==> src/rtl/core/stfm_pkg.sv <==
`timescale 1ns / 1ps
// ----------------------------------------------------------------------------
// Speaker tone frequency meter package
// Transfer types, command codes and fixed field widths shared by the core.
// ----------------------------------------------------------------------------
package stfm_pkg;

  localparam int FREQ_W   = 26;
  localparam int TIME_W   = 32;
  localparam int MODE_LSB = 3;

  localparam logic [FREQ_W-1:0] FREQ_MAX = {FREQ_W{1'b1}};

  typedef enum logic [1:0] {
    CMD_WRITE = 2'd0,
    CMD_SYNC  = 2'd1,
    CMD_RESET = 2'd2,
    CMD_NOP   = 2'd3
  } cmd_code_t;

  typedef struct packed {
    logic [1:0]        command;
    logic [7:0]        latch_data;
    logic [TIME_W-1:0] cycle_time;
  } cmd_t;

  typedef struct packed {
    logic [FREQ_W-1:0] tone_frequency;
    logic [7:0]        latch_value;
    logic [1:0]        video_mode;
  } res_t;

  typedef struct packed {
    logic done;
    logic saturated;
  } div_status_t;

endpackage

==> src/rtl/core/speaker_tone_frequency_meter_top.sv <==
`timescale 1ns / 1ps
// ----------------------------------------------------------------------------
// Speaker tone frequency meter
// Control latch model with speaker toggle timing and frequency estimate.
// ----------------------------------------------------------------------------
// Usage:
//   cmd channel takes one command per transfer (latch write, frame sync,
//   reset, no-op); res channel returns exactly one result per command:
//   frequency in Hz, latch byte and video mode bits.
//   A latch write, reset, no-op or a sync without a valid measurement goes
//   from acceptance straight to the finish state, which registers its result.
//   A sync with a measurement runs a 21x32 multiply and then a restoring
//   divider that yields one quotient bit per cycle for the 26-bit quotient; a
//   saturating quotient is found at divider start. The divider loop sets the
//   sync throughput. cmd_stall is high while a command is in work. The result
//   sits in an output register, so the next command is taken while res is
//   stalled; that command then waits for the register before finishing.
//   rst clears the latch, the measurement, the frequency and both channels.
// ----------------------------------------------------------------------------
module speaker_tone_frequency_meter_top #(
  parameter int CYCLES_PER_SECOND = 3546900
) (
  input  logic            clk,
  input  logic            rst,
  input  logic            cmd_valid,
  output logic            cmd_stall,
  input  stfm_pkg::cmd_t  cmd,
  output logic            res_valid,
  input  logic            res_stall,
  output stfm_pkg::res_t  res
);

  localparam int FW     = stfm_pkg::FREQ_W;
  localparam int TW     = stfm_pkg::TIME_W;
  localparam int HALF_W = $clog2(CYCLES_PER_SECOND / 2 + 1);
  localparam int PROD_W = HALF_W + TW;
  localparam logic [HALF_W-1:0] HALF_RATE = HALF_W'(CYCLES_PER_SECOND / 2);

  typedef enum logic [4:0] {
    ST_IDLE = 5'b00001,
    ST_MUL  = 5'b00010,
    ST_DIVS = 5'b00100,
    ST_DIVW = 5'b01000,
    ST_FIN  = 5'b10000
  } state_t;

  state_t state;

  logic [7:0]     latch_byte;
  logic [TW-1:0]  last_toggle_time;
  logic [TW-1:0]  toggle_count;
  logic [TW-1:0]  gap_total;
  logic [FW-1:0]  frequency_reg;
  logic [PROD_W-1:0] product;

  logic               accept;
  logic               toggle;
  logic [TW-1:0]      gap;
  logic               eligible;
  logic               res_free;
  logic [FW-1:0]      quotient;
  stfm_pkg::div_status_t div_status;

  assign cmd_stall = (state != ST_IDLE);
  assign accept    = cmd_valid && (state == ST_IDLE);
  assign toggle    = cmd.latch_data[0] ^ latch_byte[0];
  assign gap       = (cmd.cycle_time >= last_toggle_time) ?
                     (cmd.cycle_time - last_toggle_time) :
                     (last_toggle_time - cmd.cycle_time);
  assign eligible  = (last_toggle_time != '0) && (toggle_count > TW'(1)) &&
                     (gap_total != '0);
  assign res_free  = !res_valid || !res_stall;

  stfm_div #(
    .NUM_W(PROD_W)
  ) u_div (
    .clk        (clk),
    .rst        (rst),
    .start      (state == ST_DIVS),
    .numerator  (product),
    .denominator(gap_total),
    .quotient   (quotient),
    .status     (div_status)
  );

  always_ff @(posedge clk) begin
    if (state == ST_MUL) begin
      product <= HALF_RATE * toggle_count;
    end
  end

  always_ff @(posedge clk) begin
    if (rst) begin
      state            <= ST_IDLE;
      latch_byte       <= '0;
      last_toggle_time <= '0;
      toggle_count     <= '0;
      gap_total        <= '0;
      frequency_reg    <= '0;
      res_valid        <= 1'b0;
    end else begin
      if (res_valid && !res_stall) begin
        res_valid <= 1'b0;
      end
      case (state)
        ST_IDLE: begin
          if (accept) begin
            state <= ST_FIN;
            case (stfm_pkg::cmd_code_t'(cmd.command))
              stfm_pkg::CMD_WRITE: begin
                if (toggle) begin
                  if (last_toggle_time == '0) begin
                    toggle_count <= '0;
                    gap_total    <= '0;
                  end else begin
                    toggle_count <= toggle_count + TW'(1);
                    gap_total    <= gap_total + gap;
                  end
                  last_toggle_time <= cmd.cycle_time;
                end
                latch_byte <= cmd.latch_data;
              end
              stfm_pkg::CMD_SYNC: begin
                if (eligible) begin
                  state <= ST_MUL;
                end else begin
                  frequency_reg <= '0;
                end
                last_toggle_time <= '0;
              end
              stfm_pkg::CMD_RESET: begin
                latch_byte       <= '0;
                last_toggle_time <= '0;
                toggle_count     <= '0;
                gap_total        <= '0;
                frequency_reg    <= '0;
              end
              default: begin
              end
            endcase
          end
        end
        ST_MUL: begin
          state <= ST_DIVS;
        end
        ST_DIVS: begin
          state <= ST_DIVW;
        end
        ST_DIVW: begin
          if (div_status.done) begin
            frequency_reg <= div_status.saturated ? stfm_pkg::FREQ_MAX : quotient;
            state         <= ST_FIN;
          end
        end
        ST_FIN: begin
          if (res_free) begin
            res_valid <= 1'b1;
            state     <= ST_IDLE;
          end
        end
        default: begin
          state <= ST_IDLE;
        end
      endcase
    end
  end

  always_ff @(posedge clk) begin
    if (state == ST_FIN && res_free) begin
      res.tone_frequency <= frequency_reg;
      res.latch_value    <= latch_byte;
      res.video_mode     <= latch_byte[stfm_pkg::MODE_LSB +: 2];
    end
  end

endmodule

==> src/rtl/core/stfm_div.sv <==
`timescale 1ns / 1ps
// ----------------------------------------------------------------------------
// Speaker tone frequency meter divider
// Restoring divider, one quotient bit per cycle, quotient saturated to FREQ_W.
// ----------------------------------------------------------------------------
module stfm_div #(
  parameter int NUM_W = 58
) (
  input  logic                                clk,
  input  logic                                rst,
  input  logic                                start,
  input  logic [NUM_W-1:0]                    numerator,
  input  logic [stfm_pkg::TIME_W-1:0]         denominator,
  output logic [stfm_pkg::FREQ_W-1:0]         quotient,
  output stfm_pkg::div_status_t               status
);

  localparam int FW    = stfm_pkg::FREQ_W;
  localparam int TW    = stfm_pkg::TIME_W;
  localparam int CNT_W = $clog2(FW);

  logic [TW-1:0]    rem;
  logic [FW-1:0]    low;
  logic [CNT_W-1:0] cnt;
  logic             busy;

  logic [TW-1:0] init_rem;
  logic [TW:0]   shifted;
  logic          ge;
  logic [TW:0]   diff;

  assign init_rem = TW'(numerator >> FW);
  assign shifted  = {rem, low[FW-1]};
  assign ge       = shifted >= {1'b0, denominator};
  assign diff     = shifted - {1'b0, denominator};
  assign quotient = low;

  always_ff @(posedge clk) begin
    if (rst) begin
      busy   <= 1'b0;
      status <= '0;
      cnt    <= '0;
    end else begin
      status.done <= 1'b0;
      if (start) begin
        cnt <= '0;
        if (init_rem >= denominator) begin
          busy             <= 1'b0;
          status.done      <= 1'b1;
          status.saturated <= 1'b1;
        end else begin
          busy             <= 1'b1;
          status.saturated <= 1'b0;
        end
      end else if (busy) begin
        cnt <= cnt + CNT_W'(1);
        if (cnt == CNT_W'(FW - 1)) begin
          busy        <= 1'b0;
          status.done <= 1'b1;
        end
      end
    end
  end

  always_ff @(posedge clk) begin
    if (start) begin
      rem <= init_rem;
      if (init_rem >= denominator) begin
        low <= stfm_pkg::FREQ_MAX;
      end else begin
        low <= numerator[FW-1:0];
      end
    end else if (busy) begin
      rem <= ge ? diff[TW-1:0] : shifted[TW-1:0];
      low <= {low[FW-2:0], ge};
    end
  end

endmodule

==> config.mk <==
export PLATFORM = sky130hd
export DESIGN_NAME = speaker_tone_frequency_meter_top
export DESIGN_NICKNAME = d
export VERILOG_FILES = /design/src/rtl/core/stfm_pkg.sv /design/src/rtl/core/speaker_tone_frequency_meter_top.sv /design/src/rtl/core/stfm_div.sv
export SDC_FILE = /design/constraint.sdc
export NUM_CORES = 2
export LEC_CHECK = 0
export ABC_AREA = 1
export ABC_CLOCK_PERIOD_IN_PS = 6200
export BUFFER_PORTS_ARGS = -buffer_cell sky130_fd_sc_hd__buf_2
export CAP_MARGIN = 20
export CORE_MARGIN = 2
export CORE_UTILIZATION = 47
export CTS_BUF_LIST = sky130_fd_sc_hd__clkbuf_4
export DETAILED_ROUTE_END_ITERATION = 10
export PLACE_DENSITY = 0.76
export SLEW_MARGIN = 0
export SYNTH_ARGS = -nofsm -noshare
export SYNTH_HDL_FRONTEND = slang
export SYNTH_SLANG_ARGS = --single-unit
==> constraint.sdc <==
create_clock -name clk -period 6.2 [get_ports clk]
set_input_delay 0.31 -clock clk [delete_from_list [all_inputs] [get_ports clk]]
set_output_delay 0.31 -clock clk [all_outputs]
set_load 0.02 [all_outputs]
==> key figures <==
Setup path
  • Critical Path, Cell by Cell: clkinvlp_4 -> fa_1 -> inv_1 -> fa_1 -> ha_1 -> fa_1 -> fa_1 -> fa_1 -> inv_1 -> fa_1 -> inv_1 -> ha_2 -> nand2_1 -> nor2_1 -> inv_1 -> o21ai_0 -> o21ai_0 -> nand3_1 -> a31oi_1 -> xnor2_1
  • R2R Path End: product[45]$_DFFE_PP_
  • Worst r2r path cells: 20
  • Crit Reg-Reg Startpoint: toggle_count[10]$_SDFFE_PP0P_
  • Worst R2R Setup Slack: roughly 0.16 ns
  • Crit. Startpoint: toggle_count[10]$_SDFFE_PP0P_
  • Crit Path Max Fanout: 5
  • Largest stage delay, worst path: approximately 0.55 ns
  • Crit start category: flop
  • Slowest-stage cell, CP: fa_1
  • Crit path top cell by count: fa_1
  • CP endpoint kind: flop
  • Critical Path End: product[45]$_DFFE_PP_
  • Worst Path Required: about 6.8 ns
  • Kind of critical path: reg -> reg
  • Crit path DAT: ~6.7 ns

Global route
  • Initial antenna violation count: 5
  • Grt ovf: 0
  • Vias in the first global route: 27654
  • Total track usage: 0.266
  • Met1 GRT Util: 0.355
  • GR met3 Demand/Resource: 0.0525
  • Top Usage Layer GRT: met2
  • Met2 usage: 0.423
  • Pin count of the biggest net entering global routing: 68
  • First-pass GRT wire length: about 150000 um

Job
  • Max-cap violations: 0

CTS
  • Cts bufs inserted: 84
  • Clk slew on worst S/H paths: 0.07 ns
  • H-Tree Depth: 3
  • CTS tree: yes
  • Skew-Pair Late Insertion Delay: 0.91 ns
  • Clock Path Buffers: 3
  • Root buffer cell: clkbuf_4
  • Clock Sink Count: around 290

Final layout
  • Post-Route Utilization: 0.531
  • Layout area overhead: 11.9%
  • Final-stage net count: 5006
  • Register name with the most flops: product
  • Max reg flops: 52
  • Layout cells sized above 1: 0.0983
  • Largest registers: product x52, res x34

Timing
  • Post-Route Skew: slightly below 0.08 ns
  • Max Clock Freq: 166 MHz
  • Max Slew Vio Count: 0
  • Final worst-path cycle share: 0.974
  • Slew Limit Headroom: 0.204
  • Min cycle time layout: between 6 and 7 ns
  • Final-report hold violation count: 0
  • Smallest hold slack: a little over 0.3 ns
  • Worst-margin pin slew: ~1.2 ns
  • Setup-failing EPs final: 0

Detailed routing
  • Residual DRC: 0
  • DRT Wirelength: roughly 94000 um
  • Drt first pass iters: 7
  • Starting DRC count in detailed routing: about 2400
  • Routed WL per cell: between 15 and 20 um
  • Antenna Violating Nets Remaining: 0
  • Via count: 28395
  • Via density: approximately 5.4

Status
  • Status: finished clean

Floorplanning
  • Core ar.: about 67000 sq um
  • Row count: 95
  • Initial Utilization: 0.475
  • Die W: 265 um
  • Die ar.: approximately 70000 sq um
  • I/O pins: between 80 and 90
  • DIE HEIGHT: roughly 260 um

Logic synthesis
  • Syn Area/Cell: 7.89 sq um
  • Commonest cells in the netlist: inv_1, nand2_1, ha_1, a21oi_1, nor2_1
  • Seq/Total Area, Yosys: 0.224
  • Cell type with the largest total area after synthesis: ha_1
  • Synth cell types: 62
  • #FFs+latches synth: about 290
  • Fraction of registers with async set/reset: 0
  • Most used DFF post-synth: dfxtp_1
  • Gate Count Post-Synth: approximately 4000
  • Synth top area cells: ha_1, fa_1, edfxtp_1
  • Area fraction of the dominant cell type after synthesis: 0.172
  • Yosys warnings: 0
  • Syn_nets: around 4800
  • EDFF count, synth: roughly 140
  • Mapped Area: 31900 sq um

Place
  • DPL Wire Length: 75400 um
  • PortBufs: 83
  • GPL Wtd Cong: ~1

Power and ir drop
  • Maximum VDD drop: between 200 and 250 uV
  • Power Density: about 230 nW/um^2
  • Pleak: 18.5 nW
  • Total power: slightly above 8 mW

Worst hold path
  • Worst hold path class: in -> reg
-- area by class of cell --
cell class / count / area (sq um)
tap: 873 / 1090
sequential: 288 / 7160
clock inverter: 27 / 166
fill: 6284 / 31500
timing repair buffer: 226 / 1650
inverter: 755 / 2870
clock buffer: 128 / 961
multi-input combinational: 2930 / 21800
antenna: 4 / 10.0
-- metal layers --
metal | vias to the layer above | part of all wire
met3 | 234 | 0.082
met2 | 1077 | 0.45
met5 | - | 0.00011
met4 | 2 | 0.041
met1 | 13317 | 0.43
li1 | 13765 | -
-- worst max-delay path, delay by kind of cell (launching register included) --
kind | cells | cell delay [ns]
adders and majority gates | 8 | 3.80
buffers and inverters | 5 | 0.53
and+or+nand+nor | 3 | 0.44
AOI/OAI and AO/OA | 3 | 0.44
DFF | 1 | 0.39
xor gates and xnor gates | 1 | 0.14
-- per-stage QoR --
stage               worst slack (ns)  cells  TNS [ns]  cell area, sq um
finish                         0.159   5231         0             35700
floorplan                      0.525   4046         0             31900
global route                 -0.0616   5229    -0.230             35700
global placement               0.107   5001         0             33700
detailed placement            0.0772   5001         0             33700
CTS                           0.0242   5208         0             35300
-- timing repair --
action | in CTS | in global routing
hold endpoints to repair | 110 | 0
setup endpoints to repair | 0 | 24
gates resized for setup | 0 | 65
hold buffers | 52 | 0
setup buffers | 0 | 17
-- cells in the final DEF, fill, tap and decap left out, types with 6 or more instances in the layout --
master / synthesis / layout
nor2_2: 3 / 6
buf_2: 19 / 82
edfxtp_1: 139 / 139
nand3b_1: 7 / 7
xor2_1: 102 / 102
nand2_2: 6 / 11
xnor2_1: 50 / 50
o21ai_1: 22 / 26
buf_4: 9 / 90
clkbuf_4: 0 / 128
nand4_1: 64 / 64
inv_2: 6 / 10
o21bai_1: 19 / 19
fa_1: 235 / 233
a211oi_1: 42 / 42
nor4_1: 10 / 6
a21oi_2: 3 / 10
o21ai_0: 168 / 163
clkinv_1: 1 / 17
o21a_1: 16 / 16
nor3_1: 52 / 48
a21boi_0: 7 / 6
o211ai_1: 26 / 26
nand3_1: 127 / 127
nor2_1: 280 / 277
dlygate4sd3_1: 0 / 52
a31oi_1: 26 / 24
clkinvlp_4: 0 / 6
dfxtp_1: 149 / 145
nand2_1: 746 / 741
a21oi_1: 382 / 374
or2_2: 10 / 10
a21o_1: 34 / 34
inv_1: 746 / 736
ha_2: 0 / 12
ha_4: 0 / 6
ha_1: 440 / 422
-- report_power, final --
group,switching (mW),internal [mW]
combinational,2.61,1.29
clock,0.964,0.963
sequential,0.112,2.23
total,3.69,4.49
-- worst min path at each step --
stage,startpoint,end,slack (ns),depth (start not counted)
6_report,cmd[41],toggle_count[19]$_SDFFE_PP0P_,0.31,6
5_1_grt,cmd[24],last_toggle_time[24]$_SDFFE_PP0P_,0.31,4
4_1_cts,cmd[41],toggle_count[19]$_SDFFE_PP0P_,0.21,6
3_5_place_dp,latch_byte[0]$_SDFFE_PP0P_,res[2]$_DFFE_PP_,0.41,0
3_3_place_gp,latch_byte[6]$_SDFFE_PP0P_,res[8]$_DFFE_PP_,0.41,0
2_1_floorplan,latch_byte[0]$_SDFFE_PP0P_,res[2]$_DFFE_PP_,0.41,0
-- kinds of logic after synthesis --
logic type,Yosys count,synth area share
buffers and inverters,828,0.100
flip-flops,288,0.224
AO/OA/AOI/OAI,770,0.136
adder cells (fa/ha/maj),675,0.320
multiplexers,2,0.000627
XOR/XNOR,152,0.0417
AND/OR/NAND/NOR,1331,0.177
Power figures use the tool's default switching activity.
